### config.mk
export PLATFORM = sky130hd
export DESIGN_NAME = epoch_seconds_to_iso_text_top
export DESIGN_NICKNAME = d
export VERILOG_FILES = /design/src/ets_pkg.sv /design/src/epoch_seconds_to_iso_text_top.sv /design/src/ets_fifo.sv /design/src/ets_front.sv /design/src/ets_cal.sv /design/src/ets_emit.sv
export SDC_FILE = /design/constraint.sdc
export NUM_CORES = 2
export LEC_CHECK = 0
export BUFFER_PORTS_ARGS = -buffer_cell sky130_fd_sc_hd__buf_2
export CORE_ASPECT_RATIO = 1.75
export CORE_MARGIN = 3
export CORE_UTILIZATION = 65
export CTS_CLUSTER_DIAMETER = 30
export DETAILED_ROUTE_END_ITERATION = 6
export GPL_TIMING_DRIVEN = 0
export PLACE_DENSITY = 0.79
export SLEW_MARGIN = 20
export SYNTH_ARGS = -nofsm -noshare
export SYNTH_HDL_FRONTEND = slang
export SYNTH_SLANG_ARGS = --single-unit
### constraint.sdc
create_clock -name clock -period 9 [get_ports clock]
set_input_delay 0.45 -clock clock [delete_from_list [all_inputs] [get_ports clock]]
set_output_delay 0.45 -clock clock [all_outputs]
set_load 0.1 [all_outputs]
### src/ets_pkg.sv
package ets_pkg;

   // widths of the time split
   localparam int SEC_W     = 38;           // seconds above the low clamp bound
   localparam int DAY_W     = 22;           // day count above the low clamp bound
   localparam int TOD_W     = 17;           // second of the day
   localparam int DAY_LOW_W = 7;            // 86400 = 675 * 2^7
   localparam int DIGITS    = 14;
   localparam int CHAR_W    = 7;
   localparam int LINE_DEPTH = 2;

   localparam logic signed [39:0] SEC_LOW  = -40'sd17987443200;
   localparam logic signed [39:0] SEC_HIGH = 40'sd253402300799;
   localparam logic [SEC_W-1:0]   SEC_SPAN = 38'd271389743999;
   localparam logic [9:0]         DAY_ODD  = 10'd675;
   // days from 0000-03-01 to 1400-01-01
   localparam logic [DAY_W-1:0]   DAY_BIAS = 22'd511280;

   localparam logic [CHAR_W-1:0] CHAR_ZERO = 7'h30;
   localparam logic [CHAR_W-1:0] CHAR_T    = 7'h54;
   localparam logic [CHAR_W-1:0] CHAR_Z    = 7'h5A;
   localparam logic [3:0]        POS_T     = 4'd8;
   localparam logic [3:0]        POS_Z     = 4'd15;

   localparam logic [17:0] ERA_DAYS = 18'd146097;

   // floor(x / d) == (x * ceil(2^s / d)) >> s for x < 2^(s - ceil(log2 d))
   localparam int DAY_SHIFT = 41;
   localparam logic [31:0] DAY_RECIP = 32'(((64'd1 << DAY_SHIFT) + 64'd674) / 64'd675);
   localparam int ERA_SHIFT = 40;
   localparam logic [22:0] ERA_RECIP = 23'(((64'd1 << ERA_SHIFT) + 64'd146096) / 64'd146097);
   localparam int D1460_SHIFT = 29;
   localparam logic [18:0] D1460_RECIP = 19'(((64'd1 << D1460_SHIFT) + 64'd1459) / 64'd1460);
   localparam int D365_SHIFT = 27;
   localparam logic [18:0] D365_RECIP = 19'(((64'd1 << D365_SHIFT) + 64'd364) / 64'd365);
   localparam int D153_SHIFT = 19;
   localparam logic [11:0] D153_RECIP = 12'(((64'd1 << D153_SHIFT) + 64'd152) / 64'd153);
   localparam int D100_SHIFT = 21;
   localparam logic [14:0] D100_RECIP = 15'(((64'd1 << D100_SHIFT) + 64'd99) / 64'd100);
   localparam int D3600_SHIFT = 29;
   localparam logic [17:0] D3600_RECIP = 18'(((64'd1 << D3600_SHIFT) + 64'd3599) / 64'd3600);
   localparam int D60_SHIFT = 18;
   localparam logic [12:0] D60_RECIP = 13'(((64'd1 << D60_SHIFT) + 64'd59) / 64'd60);
   localparam int D10_SHIFT = 11;
   localparam logic [7:0] D10_RECIP = 8'(((64'd1 << D10_SHIFT) + 64'd9) / 64'd10);

   typedef logic [3:0] digit_type;
   typedef digit_type [DIGITS-1:0] line_type;

   // first day of each month in a March-based year
   function automatic logic [8:0] month_start(input logic [3:0] mp);
      logic [8:0] r;
      unique case (mp)
         4'd0:    r = 9'd0;
         4'd1:    r = 9'd31;
         4'd2:    r = 9'd61;
         4'd3:    r = 9'd92;
         4'd4:    r = 9'd122;
         4'd5:    r = 9'd153;
         4'd6:    r = 9'd184;
         4'd7:    r = 9'd214;
         4'd8:    r = 9'd245;
         4'd9:    r = 9'd275;
         4'd10:   r = 9'd306;
         4'd11:   r = 9'd337;
         default: r = 9'd0;
      endcase
      return r;
   endfunction

endpackage

### src/epoch_seconds_to_iso_text_top.sv
// Converts signed seconds since 1970-01-01T00:00:00Z into the text
// YYYYMMDDTHHMMSSZ, one ASCII character per result item, with rsp_last_char
// set on the closing Z. Counts outside the years 1400..9999 saturate to the
// nearest bound. Each item yields sixteen results; the result port moves one
// character per cycle while rsp_pop is held and a line is waiting. Behind the
// input queue a reciprocal multiply, registered first in dq_ff and then in
// quo_ff and rem_ff, splits the count into day and second of day, and an
// 11-stage calendar and digit pipeline follows. Up to two finished lines wait
// behind the character being shown.
module epoch_seconds_to_iso_text_top #(
   parameter int REQ_QUEUE_DEPTH = 2
) (
   input  logic                         clock,
   input  logic                         reset,
   input  logic                         req_push,
   input  logic signed [38:0]           req_epoch_seconds,
   output logic                         req_full,
   output logic                         rsp_empty,
   input  logic                         rsp_pop,
   output logic [ets_pkg::CHAR_W-1:0]   rsp_text_char,
   output logic                         rsp_last_char
);
   import ets_pkg::*;

   logic [SEC_W-1:0] span, q_data;
   logic             q_empty, q_pop;
   logic             line_push, line_pop, line_empty;
   line_type         line_in, line_out;

   ets_front u_front (
      .epoch_seconds (req_epoch_seconds),
      .span          (span)
   );

   ets_fifo #(
      .WIDTH (SEC_W),
      .DEPTH (REQ_QUEUE_DEPTH)
   ) u_req_q (
      .clock     (clock),
      .reset     (reset),
      .push      (req_push),
      .push_data (span),
      .full      (req_full),
      .pop       (q_pop),
      .empty     (q_empty),
      .pop_data  (q_data)
   );

   ets_cal u_cal (
      .clock     (clock),
      .reset     (reset),
      .src_empty (q_empty),
      .src_data  (q_data),
      .src_pop   (q_pop),
      .line_pop  (line_pop),
      .line_push (line_push),
      .line_data (line_in)
   );

   ets_fifo #(
      .WIDTH ($bits(line_type)),
      .DEPTH (LINE_DEPTH)
   ) u_line_q (
      .clock     (clock),
      .reset     (reset),
      .push      (line_push),
      .push_data (line_in),
      .full      (),
      .pop       (line_pop),
      .empty     (line_empty),
      .pop_data  (line_out)
   );

   ets_emit u_emit (
      .clock         (clock),
      .reset         (reset),
      .line_empty    (line_empty),
      .line_data     (line_out),
      .line_pop      (line_pop),
      .rsp_empty     (rsp_empty),
      .rsp_pop       (rsp_pop),
      .rsp_text_char (rsp_text_char),
      .rsp_last_char (rsp_last_char)
   );

endmodule

### src/ets_fifo.sv
module ets_fifo #(
   parameter int WIDTH = 8,
   parameter int DEPTH = 2
) (
   input  logic             clock,
   input  logic             reset,
   input  logic             push,
   input  logic [WIDTH-1:0] push_data,
   output logic             full,
   input  logic             pop,
   output logic             empty,
   output logic [WIDTH-1:0] pop_data
);
   localparam int PTR_W = (DEPTH > 1) ? $clog2(DEPTH) : 1;
   localparam int CNT_W = $clog2(DEPTH + 1);

   logic [WIDTH-1:0] mem_ff [DEPTH];
   logic [PTR_W-1:0] wr_ptr_ff, wr_ptr_in, rd_ptr_ff, rd_ptr_in;
   logic [CNT_W-1:0] count_ff, count_in;
   logic             do_push, do_pop;

   assign full     = (count_ff == CNT_W'(DEPTH));
   assign empty    = (count_ff == '0);
   assign do_push  = push && !full;
   assign do_pop   = pop && !empty;
   assign pop_data = mem_ff[rd_ptr_ff];

   always_comb begin
      wr_ptr_in = wr_ptr_ff;
      rd_ptr_in = rd_ptr_ff;
      if (do_push) begin
         wr_ptr_in = (wr_ptr_ff == PTR_W'(DEPTH - 1)) ? '0 : wr_ptr_ff + PTR_W'(1);
      end
      if (do_pop) begin
         rd_ptr_in = (rd_ptr_ff == PTR_W'(DEPTH - 1)) ? '0 : rd_ptr_ff + PTR_W'(1);
      end
      count_in = count_ff + CNT_W'(do_push) - CNT_W'(do_pop);
   end

   always_ff @(posedge clock) begin
      if (reset) begin
         wr_ptr_ff <= '0;
         rd_ptr_ff <= '0;
         count_ff  <= '0;
      end else begin
         wr_ptr_ff <= wr_ptr_in;
         rd_ptr_ff <= rd_ptr_in;
         count_ff  <= count_in;
      end
   end

   always_ff @(posedge clock) begin
      if (do_push) begin
         mem_ff[wr_ptr_ff] <= push_data;
      end
   end

endmodule

### src/ets_front.sv
module ets_front (
   input  logic signed [38:0]          epoch_seconds,
   output logic [ets_pkg::SEC_W-1:0]   span
);
   import ets_pkg::*;

   logic signed [39:0] wide;
   logic signed [39:0] shifted;

   assign wide    = 40'(epoch_seconds);
   assign shifted = wide - SEC_LOW;

   // saturate to years 1400..9999, then rebase so the value is never negative
   always_comb begin
      priority if (wide < SEC_LOW) begin
         span = '0;
      end else if (wide > SEC_HIGH) begin
         span = SEC_SPAN;
      end else begin
         span = shifted[SEC_W-1:0];
      end
   end

endmodule

### src/ets_cal.sv
module ets_cal (
   input  logic                         clock,
   input  logic                         reset,
   input  logic                         src_empty,
   input  logic [ets_pkg::SEC_W-1:0]    src_data,
   output logic                         src_pop,
   input  logic                         line_pop,
   output logic                         line_push,
   output ets_pkg::line_type            line_data
);
   import ets_pkg::*;

   localparam int CREDIT_W = $clog2(LINE_DEPTH + 1);
   localparam int STAGES   = 11;
   localparam int HI_W     = SEC_W - DAY_LOW_W;
   localparam int PROD_W   = HI_W + 32;

   // ---------------- day split: 86400 = 675 * 2^7 ----------------
   logic                  start;
   logic [CREDIT_W-1:0]   credit_ff, credit_in;
   logic [HI_W-1:0]       sec_hi;
   logic [PROD_W-1:0]     day_prod;
   logic [HI_W-1:0]       day_rem;
   logic                  split_ff, done_ff;
   logic [DAY_W-1:0]      dq_ff, quo_ff;
   logic [HI_W-1:0]       dx_ff;
   logic [DAY_LOW_W-1:0]  dlow_ff;
   logic [TOD_W-1:0]      rem_ff;

   assign start     = !src_empty && (credit_ff < CREDIT_W'(LINE_DEPTH));
   assign src_pop   = start;
   assign sec_hi    = src_data[SEC_W-1:DAY_LOW_W];
   assign day_prod  = PROD_W'(sec_hi) * PROD_W'(DAY_RECIP);
   // remainder of the odd factor is below 675, the low seven bits pass through
   assign day_rem   = dx_ff - HI_W'(dq_ff) * HI_W'(DAY_ODD);
   assign credit_in = credit_ff + CREDIT_W'(start) - CREDIT_W'(line_pop);

   // ---------------- calendar pipeline ----------------
   logic [STAGES-1:0] valid_ff, valid_in;

   // stage 1
   logic [DAY_W-1:0] z_day;
   logic [44:0]      era_prod;
   logic [34:0]      hh_prod;
   logic [DAY_W-1:0] z1_ff;
   logic [4:0]       era1_ff, era1_in;
   logic [TOD_W-1:0] tod1_ff;
   logic [4:0]       hh1_ff, hh1_in;

   assign z_day    = quo_ff + DAY_BIAS;
   assign era_prod = 45'(z_day) * 45'(ERA_RECIP);
   assign era1_in  = era_prod[ERA_SHIFT +: 5];
   assign hh_prod  = 35'(rem_ff) * 35'(D3600_RECIP);
   assign hh1_in   = hh_prod[D3600_SHIFT +: 5];

   // stage 2
   logic [DAY_W-1:0] doe_full;
   logic [TOD_W-1:0] remh_full;
   logic [17:0]      doe2_ff;
   logic [4:0]       era2_ff, hh2_ff;
   logic [11:0]      remh2_ff;

   assign doe_full  = z1_ff - DAY_W'(era1_ff) * DAY_W'(ERA_DAYS);
   assign remh_full = tod1_ff - TOD_W'(hh1_ff) * TOD_W'(3600);

   // stage 3
   logic [36:0] a_prod;
   logic [6:0]  a_val;
   logic [2:0]  cent;
   logic        era_end;
   logic [24:0] mm_prod;
   logic [17:0] t3_ff, t3_in, doe3_ff;
   logic [4:0]  era3_ff, hh3_ff;
   logic [5:0]  mm3_ff, mm3_in;
   logic [11:0] remh3_ff;

   assign a_prod  = 37'(doe2_ff) * 37'(D1460_RECIP);
   assign a_val   = a_prod[D1460_SHIFT +: 7];
   assign cent    = 3'(doe2_ff >= 18'd36524) + 3'(doe2_ff >= 18'd73048)
                  + 3'(doe2_ff >= 18'd109572) + 3'(doe2_ff >= 18'd146096);
   assign era_end = (doe2_ff == 18'd146096);
   assign t3_in   = doe2_ff - 18'(a_val) + 18'(cent) - 18'(era_end);
   assign mm_prod = 25'(remh2_ff) * 25'(D60_RECIP);
   assign mm3_in  = mm_prod[D60_SHIFT +: 6];

   // stage 4
   logic [36:0] yoe_prod;
   logic [11:0] ss_full;
   logic [8:0]  yoe4_ff, yoe4_in;
   logic [17:0] doe4_ff;
   logic [4:0]  era4_ff, hh4_ff;
   logic [5:0]  mm4_ff, ss4_ff;

   assign yoe_prod = 37'(t3_ff) * 37'(D365_RECIP);
   assign yoe4_in  = yoe_prod[D365_SHIFT +: 9];
   assign ss_full  = remh3_ff - 12'(mm3_ff) * 12'(60);

   // stage 5
   logic [1:0]  ycent;
   logic [17:0] yoe_days, doy_full;
   logic [8:0]  doy5_ff;
   logic [13:0] ybase5_ff, ybase5_in;
   logic [4:0]  hh5_ff;
   logic [5:0]  mm5_ff, ss5_ff;

   assign ycent    = 2'(yoe4_ff >= 9'd100) + 2'(yoe4_ff >= 9'd200) + 2'(yoe4_ff >= 9'd300);
   assign yoe_days = 18'(yoe4_ff) * 18'(365) + 18'(yoe4_ff >> 2) - 18'(ycent);
   assign doy_full = doe4_ff - yoe_days;
   assign ybase5_in = 14'(yoe4_ff) + 14'(era4_ff) * 14'(400);

   // stage 6
   logic [10:0] mp_arg;
   logic [22:0] mp_prod;
   logic [3:0]  mp6_ff, mp6_in;
   logic [8:0]  doy6_ff;
   logic [13:0] ybase6_ff;
   logic [4:0]  hh6_ff;
   logic [5:0]  mm6_ff, ss6_ff;

   assign mp_arg  = 11'(doy5_ff) * 11'(5) + 11'(2);
   assign mp_prod = 23'(mp_arg) * 23'(D153_RECIP);
   assign mp6_in  = mp_prod[D153_SHIFT +: 4];

   // stage 7
   logic [8:0]  day_full;
   logic        early;     // January and February belong to the next civil year
   logic [4:0]  day7_ff;
   logic [3:0]  month7_ff, month7_in;
   logic [13:0] year7_ff;
   logic [4:0]  hh7_ff;
   logic [5:0]  mm7_ff, ss7_ff;

   assign day_full  = doy6_ff - month_start(mp6_ff) + 9'd1;
   assign early     = (mp6_ff >= 4'd10);
   assign month7_in = early ? mp6_ff - 4'd9 : mp6_ff + 4'd3;

   // stage 8
   logic [28:0] yh_prod;
   logic [6:0]  yh8_ff, yh8_in;
   logic [13:0] year8_ff;
   logic [3:0]  month8_ff;
   logic [4:0]  day8_ff, hh8_ff;
   logic [5:0]  mm8_ff, ss8_ff;

   assign yh_prod = 29'(year7_ff) * 29'(D100_RECIP);
   assign yh8_in  = yh_prod[D100_SHIFT +: 7];

   // stage 9
   logic [13:0] yl_full;
   logic [6:0]  pair9_ff [7];

   assign yl_full = year8_ff - 14'(yh8_ff) * 14'(100);

   // stages 10 and 11: two digits per field
   logic [14:0] tens_prod [7];
   logic [6:0]  pair10_ff [7];
   logic [3:0]  tens10_ff [7];
   logic [6:0]  ones_full [7];
   line_type    line11_ff, line11_in;

   always_comb begin
      for (int i = 0; i < 7; i++) begin
         tens_prod[i] = 15'(pair9_ff[i]) * 15'(D10_RECIP);
         ones_full[i] = pair10_ff[i] - 7'(tens10_ff[i]) * 7'(10);
         line11_in[2*i]     = tens10_ff[i];
         line11_in[2*i + 1] = ones_full[i][3:0];
      end
   end

   assign valid_in  = {valid_ff[STAGES-2:0], done_ff};
   assign line_push = valid_ff[STAGES-1];
   assign line_data = line11_ff;

   always_ff @(posedge clock) begin
      if (reset) begin
         split_ff  <= 1'b0;
         done_ff   <= 1'b0;
         credit_ff <= '0;
         valid_ff  <= '0;
      end else begin
         split_ff  <= start;
         done_ff   <= split_ff;
         credit_ff <= credit_in;
         valid_ff  <= valid_in;
      end
   end

   always_ff @(posedge clock) begin
      dq_ff   <= day_prod[DAY_SHIFT +: DAY_W];
      dx_ff   <= sec_hi;
      dlow_ff <= src_data[DAY_LOW_W-1:0];

      quo_ff <= dq_ff;
      rem_ff <= {day_rem[TOD_W-DAY_LOW_W-1:0], dlow_ff};

      z1_ff   <= z_day;
      era1_ff <= era1_in;
      tod1_ff <= rem_ff;
      hh1_ff  <= hh1_in;

      doe2_ff  <= doe_full[17:0];
      era2_ff  <= era1_ff;
      hh2_ff   <= hh1_ff;
      remh2_ff <= remh_full[11:0];

      t3_ff    <= t3_in;
      doe3_ff  <= doe2_ff;
      era3_ff  <= era2_ff;
      hh3_ff   <= hh2_ff;
      mm3_ff   <= mm3_in;
      remh3_ff <= remh2_ff;

      yoe4_ff <= yoe4_in;
      doe4_ff <= doe3_ff;
      era4_ff <= era3_ff;
      hh4_ff  <= hh3_ff;
      mm4_ff  <= mm3_ff;
      ss4_ff  <= ss_full[5:0];

      doy5_ff   <= doy_full[8:0];
      ybase5_ff <= ybase5_in;
      hh5_ff    <= hh4_ff;
      mm5_ff    <= mm4_ff;
      ss5_ff    <= ss4_ff;

      mp6_ff    <= mp6_in;
      doy6_ff   <= doy5_ff;
      ybase6_ff <= ybase5_ff;
      hh6_ff    <= hh5_ff;
      mm6_ff    <= mm5_ff;
      ss6_ff    <= ss5_ff;

      day7_ff   <= day_full[4:0];
      month7_ff <= month7_in;
      year7_ff  <= ybase6_ff + 14'(early);
      hh7_ff    <= hh6_ff;
      mm7_ff    <= mm6_ff;
      ss7_ff    <= ss6_ff;

      yh8_ff    <= yh8_in;
      year8_ff  <= year7_ff;
      month8_ff <= month7_ff;
      day8_ff   <= day7_ff;
      hh8_ff    <= hh7_ff;
      mm8_ff    <= mm7_ff;
      ss8_ff    <= ss7_ff;

      pair9_ff[0] <= yh8_ff;
      pair9_ff[1] <= yl_full[6:0];
      pair9_ff[2] <= 7'(month8_ff);
      pair9_ff[3] <= 7'(day8_ff);
      pair9_ff[4] <= 7'(hh8_ff);
      pair9_ff[5] <= 7'(mm8_ff);
      pair9_ff[6] <= 7'(ss8_ff);

      for (int i = 0; i < 7; i++) begin
         pair10_ff[i] <= pair9_ff[i];
         tens10_ff[i] <= tens_prod[i][D10_SHIFT +: 4];
      end

      line11_ff <= line11_in;
   end

endmodule

### src/ets_emit.sv
module ets_emit (
   input  logic                          clock,
   input  logic                          reset,
   input  logic                          line_empty,
   input  ets_pkg::line_type             line_data,
   output logic                          line_pop,
   output logic                          rsp_empty,
   input  logic                          rsp_pop,
   output logic [ets_pkg::CHAR_W-1:0]    rsp_text_char,
   output logic                          rsp_last_char
);
   import ets_pkg::*;

   logic       valid_ff, valid_in;
   logic [3:0] idx_ff, idx_in;
   line_type   cur_ff;
   logic       finish, load;
   logic [3:0] pos;

   assign finish = valid_ff && rsp_pop && (idx_ff == POS_Z);
   // next line loads in the same cycle the closing Z is taken, when a line is waiting
   assign load     = (!valid_ff || finish) && !line_empty;
   assign line_pop = load;

   always_comb begin
      valid_in = valid_ff;
      idx_in   = idx_ff;
      if (load) begin
         valid_in = 1'b1;
         idx_in   = '0;
      end else if (finish) begin
         valid_in = 1'b0;
      end else if (valid_ff && rsp_pop) begin
         idx_in = idx_ff + 4'd1;
      end
   end

   always_comb begin
      pos = (idx_ff < POS_T) ? idx_ff : idx_ff - 4'd1;
      priority if (idx_ff == POS_T) begin
         rsp_text_char = CHAR_T;
      end else if (idx_ff == POS_Z) begin
         rsp_text_char = CHAR_Z;
      end else begin
         rsp_text_char = CHAR_ZERO + CHAR_W'(cur_ff[pos]);
      end
   end

   assign rsp_last_char = (idx_ff == POS_Z);
   assign rsp_empty     = !valid_ff;

   always_ff @(posedge clock) begin
      if (reset) begin
         valid_ff <= 1'b0;
         idx_ff   <= '0;
      end else begin
         valid_ff <= valid_in;
         idx_ff   <= idx_in;
      end
   end

   always_ff @(posedge clock) begin
      if (load) begin
         cur_ff <= line_data;
      end
   end

endmodule

======== Yosys cells after proc, flatten, opt, wreduce, memory -nomap -nowiden ========
Memory sizes are Yosys's and may differ from the RTL's. A register that Yosys moved wholly into a read port is not among the register bits.
Index checks and enable logic that the tools add are counted.
word-level totals
  bits in registers ....................... 491
  bits in latches ......................... 0
  memory bits (writable) .................. 314
  ROM bits ................................ 144
  output and inout port bits .............. 10
  word-level logic and storage cells ...... 214
  memories ................................ 6
cells by class
  $add $sub $neg .......................... 45
  $mul .................................... 30
  div/mod/pow operators ................... 0
  order comparisons ....................... 13
  equal/unequal tests ..................... 5
  shift operators ......................... 0
  mux-type cells .......................... 20
  bitwise gates (word level) .............. 1
  reductions and logical operators ........ 19
memories
  name              words  width  rd ports  clocked after Yosys merged registers in  wr ports  line            text
  (name not given)  16     9      1         1                                        0         ets_pkg.sv:53   unique case (mp)
  u_line_q.mem_ff   2      56     1         1                                        1         ets_fifo.sv:17  logic [WIDTH-1:0] mem_ff [DEPTH];
  u_req_q.mem_ff    2      38     1         1                                        1         ets_fifo.sv:17
  u_cal.pair10_ff   7      7      7         0                                        7         ets_cal.sv:156  logic [6:0] pair10_ff [7];
  u_cal.pair9_ff    7      7      7         0                                        7         ets_cal.sv:150  logic [6:0] pair9_ff [7];
  u_cal.tens10_ff   7      4      7         0                                        7         ets_cal.sv:157  logic [3:0] tens10_ff [7];
operators with widths
  kind                                                    count
  multiplier 7 x 8 -> 15 bit (second input constant)      7
  two-way mux 38 bit                                      2
  multiplier 18 x 16 -> 33 bit (second input constant)    2
  multiplier 31 x 32 -> 63 bit (second input constant)    1
  multiplier 22 x 22 -> 44 bit (second input constant)    1
  greater-than comparator 39 bit (second input constant)  1
  < comparator 39 x 36 -> 1 bit (second input constant)   1
  subtractor 38 x 36 -> 38 bit (second input constant)    1
  >= comparator 18 x 17 -> 1 bit (second input constant)  2
  multiplier 17 x 18 -> 34 bit (second input constant)    1
  multiplier 4 x 3 -> 3 bit (second input constant)       7
  subtractor 4 bit                                        7
  multiplier 14 x 13 -> 26 bit (second input constant)    1
  multiplier 11 x 12 -> 23 bit (second input constant)    1
  multiplier 12 x 12 -> 23 bit (second input constant)    1
  adder 22 x 19 -> 22 bit (second input constant)         1
  multiplier 22 x 10 -> 10 bit (second input constant)    1
  adder 18 x 3 -> 18 bit                                  1
  equality test 18 bit (second input constant)            1
  >= comparator 18 x 16 -> 1 bit (second input constant)  1
  >= comparator 18 bit (second input constant)            1
  multiplier 5 x 18 -> 18 bit (second input constant)     1
  subtractor 18 x 1 -> 18 bit                             1
  subtractor 18 bit                                       1
  50 further kinds                                        88

======== Logic depth before layout (Yosys ltp) ========
  word-level depth ........................ 7
  gate-level depth with buffers ........... 35
  depth with buffers taken out ............ 35

======== Modules after synthesis ========
Synthesis repeated with hierarchy kept, for this count alone.
unflattened totals
  cell total of the unflattened synthesis .. 6793
  area, all modules ....................... 77301.6 um^2
modules (own cells, without submodules)
  module                instances  cells an instance  area an instance (um^2)  sequential area each (um^2)
  ets_cal               1          6071               65929.5                  11431.0
  ets_fifo at u_line_q  1          201                4284.1                   3463.3
  ets_fifo at u_req_q   1          145                2976.6                   2382.3
  ets_emit              1          187                2859.0                   1781.7
  ets_front             1          189                1252.5                   0.0

======== Least setup slack after synthesis ========
OpenSTA, ideal clock, no wires.
  kind .................................... register -> register
  start point ............................. register u_cal.doe2_ff[5]
  end point ............................... register u_cal.t3_ff[16]
  arrival time ............................ 7.848 ns
  data required time ...................... 8.928 ns
  path slack .............................. 1.080 ns
  cell stages (with the launch flop) ...... 36
  path buffers ............................ 0
  period minus slack after synthesis ...... 7.920 ns
  path through ............................ dfxtp_1 > inv_1 > fa_1 > inv_1 > ha_1 > fa_1 > inv_1 > fa_1 > inv_1 > fa_1 > inv_1 > fa_1 > inv_1 > ha_1 > o2111ai_1 > nor2_1 > nand2_1 > a31oi_1 > o21ba_2 > a211oi_1 > o21ai_0 > a21boi_0 > xnor2_1 > fa_1 > fa_1 > nand2b_1 > fa_1 > nor2b_1 > o21ai_0 > a21boi_0 > o31ai_1 > a31oi_1 > a311oi_1 > o21bai_1 > a21oi_1 > xnor2_1
between the ends
  cells in the longest elaborated chain, start to end .. 6
  elaborated cells on any way between the ends .. 12
  those cells by class .................... add/sub: 6; mul: 1; order compare: 4; eq/ne: 1
ends and longest elaborated chain
  what                                                                                  line            text
  start, declared                                                                       ets_cal.sv:59   logic [17:0] doe2_ff;
  start signal, assigned                                                                ets_cal.sv:201  doe2_ff <= doe_full[17:0];
  parallel branches: the longest is 5 deep, another holds multiplier 18 x 16 -> 33 bit  --
  subtractor 18 x 1 -> 18 bit (*)                                                       ets_cal.sv:82   assign t3_in = doe2_ff - 18'(a_val) + 18'(cent) - 18'(era_end);
  named net u_cal.t3_in[16]                                                             ets_cal.sv:72   logic [17:0] t3_ff, t3_in, doe3_ff;
  end signal, assigned                                                                  ets_cal.sv:206  t3_ff <= t3_in;
  end, declared                                                                         ets_cal.sv:72
Mark *: on every way through the listed nets, which the timed path passes.
A chain may end at the register's enable or synchronous reset.

==> reports/qor.yml <==
sta:
  fin_ws_ns: 0.111
  slew_headroom_pct: 23.3
  finalClockSkew_ns: 0.0553
  clock.fmax_mhz: 112
  finalSetupViolCount: 0
  hold_violations: 0
  hold_slack_ns: 0.0919
  worst_pin_slew_ns: 1.14
  post-route-period-util_pct: 98.8
  fin_setup_tns_ns: 0
  layout_min_cycle_time_ns: 8.89
  final_max_slew_viol_count: 0
run_status:
  status: "complete, no violations"
cells_and_area:
  area_delta_synth_final_pct: 8.65
  drive_above_1_share_pct: 6.67
  layout.nets: 9649
  multi_input_area_sq_um: 51500
  fillers: 8084
  fin_cells: 8510
  final_cell_mix: "1750 x ha_1, 1674 x inv_1, 940 x fa_1, 572 x dfxtp_1, 232 x edfxtp_1"
  mostFrequentLayoutCell: "ha_1"
  area.sequential_sq_um: 18700
grt:
  antenna_found_initial: 4
  grt_pass1_vias: 54000
  grt_overflow_total: 0
  grt_pass1_wl_um: 271000
  grt_usage_pct: 28.5
  grt_max_degree: 32
route:
  drt-total-wl_um: 165000
  vias: 47200
  wire_per_inst_um: 19.4
  firstDrtPassIters: 5
  viasPerCell: 5.54
  ant_nets: 0
  drt_iter0_drc: 1537
  drcViolationCount: 0
logic_synthesis:
  synth_ff_type: "dfxtp_1"
  syn_inst: 6719
  yosysWarnings: 0
  synth_compound_area_share_pct: 5.13
  synth_xor_area_share_pct: 3.56
  synth_seq_cells: 817
  synth_top_area_share_pct: 28.7
  synth_adder_area_share_pct: 53.4
  synth_area_leaders: "ha_1 29%, fa_1 25%, dfxtp_1 15%"
  syn_area_sq_um: 76300
  ys_types: 79
  syn-num-nets: 9453
  muxShareOfSynthArea_pct: 1.80
  synth-edff-count: 232
  yosys.area_share.simple_pct: 3.19
  async_reset_ff_share_pct: 0
  ys_seq_area_share_pct: 24.5
  syn_area_per_cell_sq_um: 11.3
  synth_top_family_by_area: "adder cells"
  yosys.area.top_type: "ha_1"
critical_path:
  critical_path.slowest_cell: "mux2i_1"
  crit_top_cell: "fa_1"
  max_stage_delay_ns: 0.73
  worstPathMaxFanout: 10
  arrival_ns: 9.44
  critical_path_class: "reg2reg"
  cp-end-kind: "flip-flop"
  cp.required_ns: 9.55
  crit_chain: "clkbuf_2 > clkbuf_2 > mux2i_1 > inv_1 > ha_1 > ha_1 > fa_1 > inv_1 > fa_1 > inv_1 > fa_1 > fa_1 > fa_1 > ha_1 > ha_1 > nand3_1 > nor4_4 > nand4_1 > nor4_4 > o31ai_4 > o311ai_2 > a31o_2 > a21oi_1 > xnor2_1"
  reg2reg_slack_ns: 0.11
  critPathTopFamily: "adder cells"
  startpoint_type: "flip-flop"
  cp.buffers_inverters: 5
cts:
  clkSlewWorstSetupHoldPaths_ns: 0.06
  cts.path.max_buffers: 3
  cts_made_buffers: 101
  cts_sinks: 817
  htreeDepth: 3
  ctsRootBufferMaster: "clkbuf_16"
  cts_tree: "yes"
  clk_latency_ns: 0.71
die:
  fp.dieW_um: 265
  initial_core_util_pct: 65.7
  die_h_um: 459
  ios: 53
  core_sq_um: 116000
  fp-row-count: 165
  dieArea_sq_um: 122000
worst_hold_path:
  min_path_type: "in2reg"
run:
  maxCapViolations: 0
place:
  place_ws_ns: -0.990
  hpwlAfterDp_um: 139000
  dp.cells: 8288
  io_buffers: 51
  gp_congestion: 0.977
[metrics by stage]
stage	instance area [sq um]	util (%)
after floorplan	76300	-
final	82800	71.4
after detailed placement	78800	67.9
after global placement	78400	67.6
after global routing	82800	71.4
after CTS	82600	71.2
[path summary, 6_finish.rpt]
path                                       startpoint                     to  cells past startpoint
worst min register to register        u_cal.dq_ff[19]       u_cal.quo_ff[19]                      0
worst max register to register              flip-flop        u_cal.dq_ff[19]                     24
worst max-delay path                        flip-flop        u_cal.dq_ff[19]                     24
worst min-delay path            req_epoch_seconds[37]  u_req_q.mem_ff[0][37]                      2
[sequential cells by signal, summed over array words and instances (netlist names), 17 cells and up, named ones only]
name / flops
u_cal.pair10_ff: 28
u_line_q.mem_ff: 104
u_cal.dq_ff: 22
u_cal.pair9_ff: 40
u_cal.doe2_ff: 18
u_cal.tens10_ff: 24
u_req_q.mem_ff: 76
u_emit.cur_ff: 52
u_cal.line_data: 52
u_cal.quo_ff: 22
u_cal.z1_ff: 18
u_cal.rem_ff: 17
u_cal.t3_ff: 18
[cell usage after synthesis (6+ instances only)]
master and number:
mux2i_1 38, o211ai_1 10, inv_1 1679, a21o_1 95, nand2b_1 14, nor3_1 45, dfxtp_1 585, o21ai_0 86
nor2_1 141, nor4_1 8, and4_1 7, o31ai_1 7, fa_1 940, ha_1 1751, nand4_1 23, edfxtp_1 232
a21oi_1 185, o2111ai_1 6, and2_1 7, o21a_1 21, clkbuf_1 19, a31oi_1 17, xor2_1 102, a41o_1 7
mux2_2 70, a211oi_1 27, and3_1 22, or2_2 17, nand2_1 99, mux4_2 9, nor2b_1 36, nand3_1 49
a21boi_0 10, o21bai_1 30, o41ai_1 6, a31o_2 12, xnor2_1 208, a41oi_1 6
[cell type report]
type / instances / area share [%]
diodes: 3 / 0.00906
multi-input cells: 4198 / 62.1
flip-flops and latches: 817 / 22.6
inverters: 1679 / 7.63
repair buffers: 93 / 0.865
plain buffers: 25 / 0.134
clock buffers: 115 / 3.21
well taps: 1503 / 2.27
clock inverters: 77 / 1.18
[routing by layer]
layer	global-route usage, %	vias up	share of wire, %
met5	0	-	0
met4	18.6	0	7.9
met3	3.10	622	2.8
met2	57.6	1032	57
met1	26.5	23500	32
li1	-	22100	-
[repair_timing]
action	CTS	global route
buffers inserted	5	21
endpoints found under the hold margin	3	0
gates resized for setup	28	34
hold buffers	1	0
endpoints found under the setup margin	30	19
pin swaps	1	5
gates cloned	0	0
[kinds of logic (layout without fill, tap and decap cells)]
logic type / Yosys count / in the layout
DFF: 817 / 817
and+or+nand+nor: 491 / 491
AOI/OAI and AO/OA: 588 / 588
buffers and inverters: 1704 / 1989
xor gates and xnor gates: 310 / 310
muxes: 117 / 117
adders and majority gates: 2691 / 2691
other: 1 / 4
Power is not shown: default switching activity piles up to over one toggle a cycle in this logic, so the estimate is an artifact.
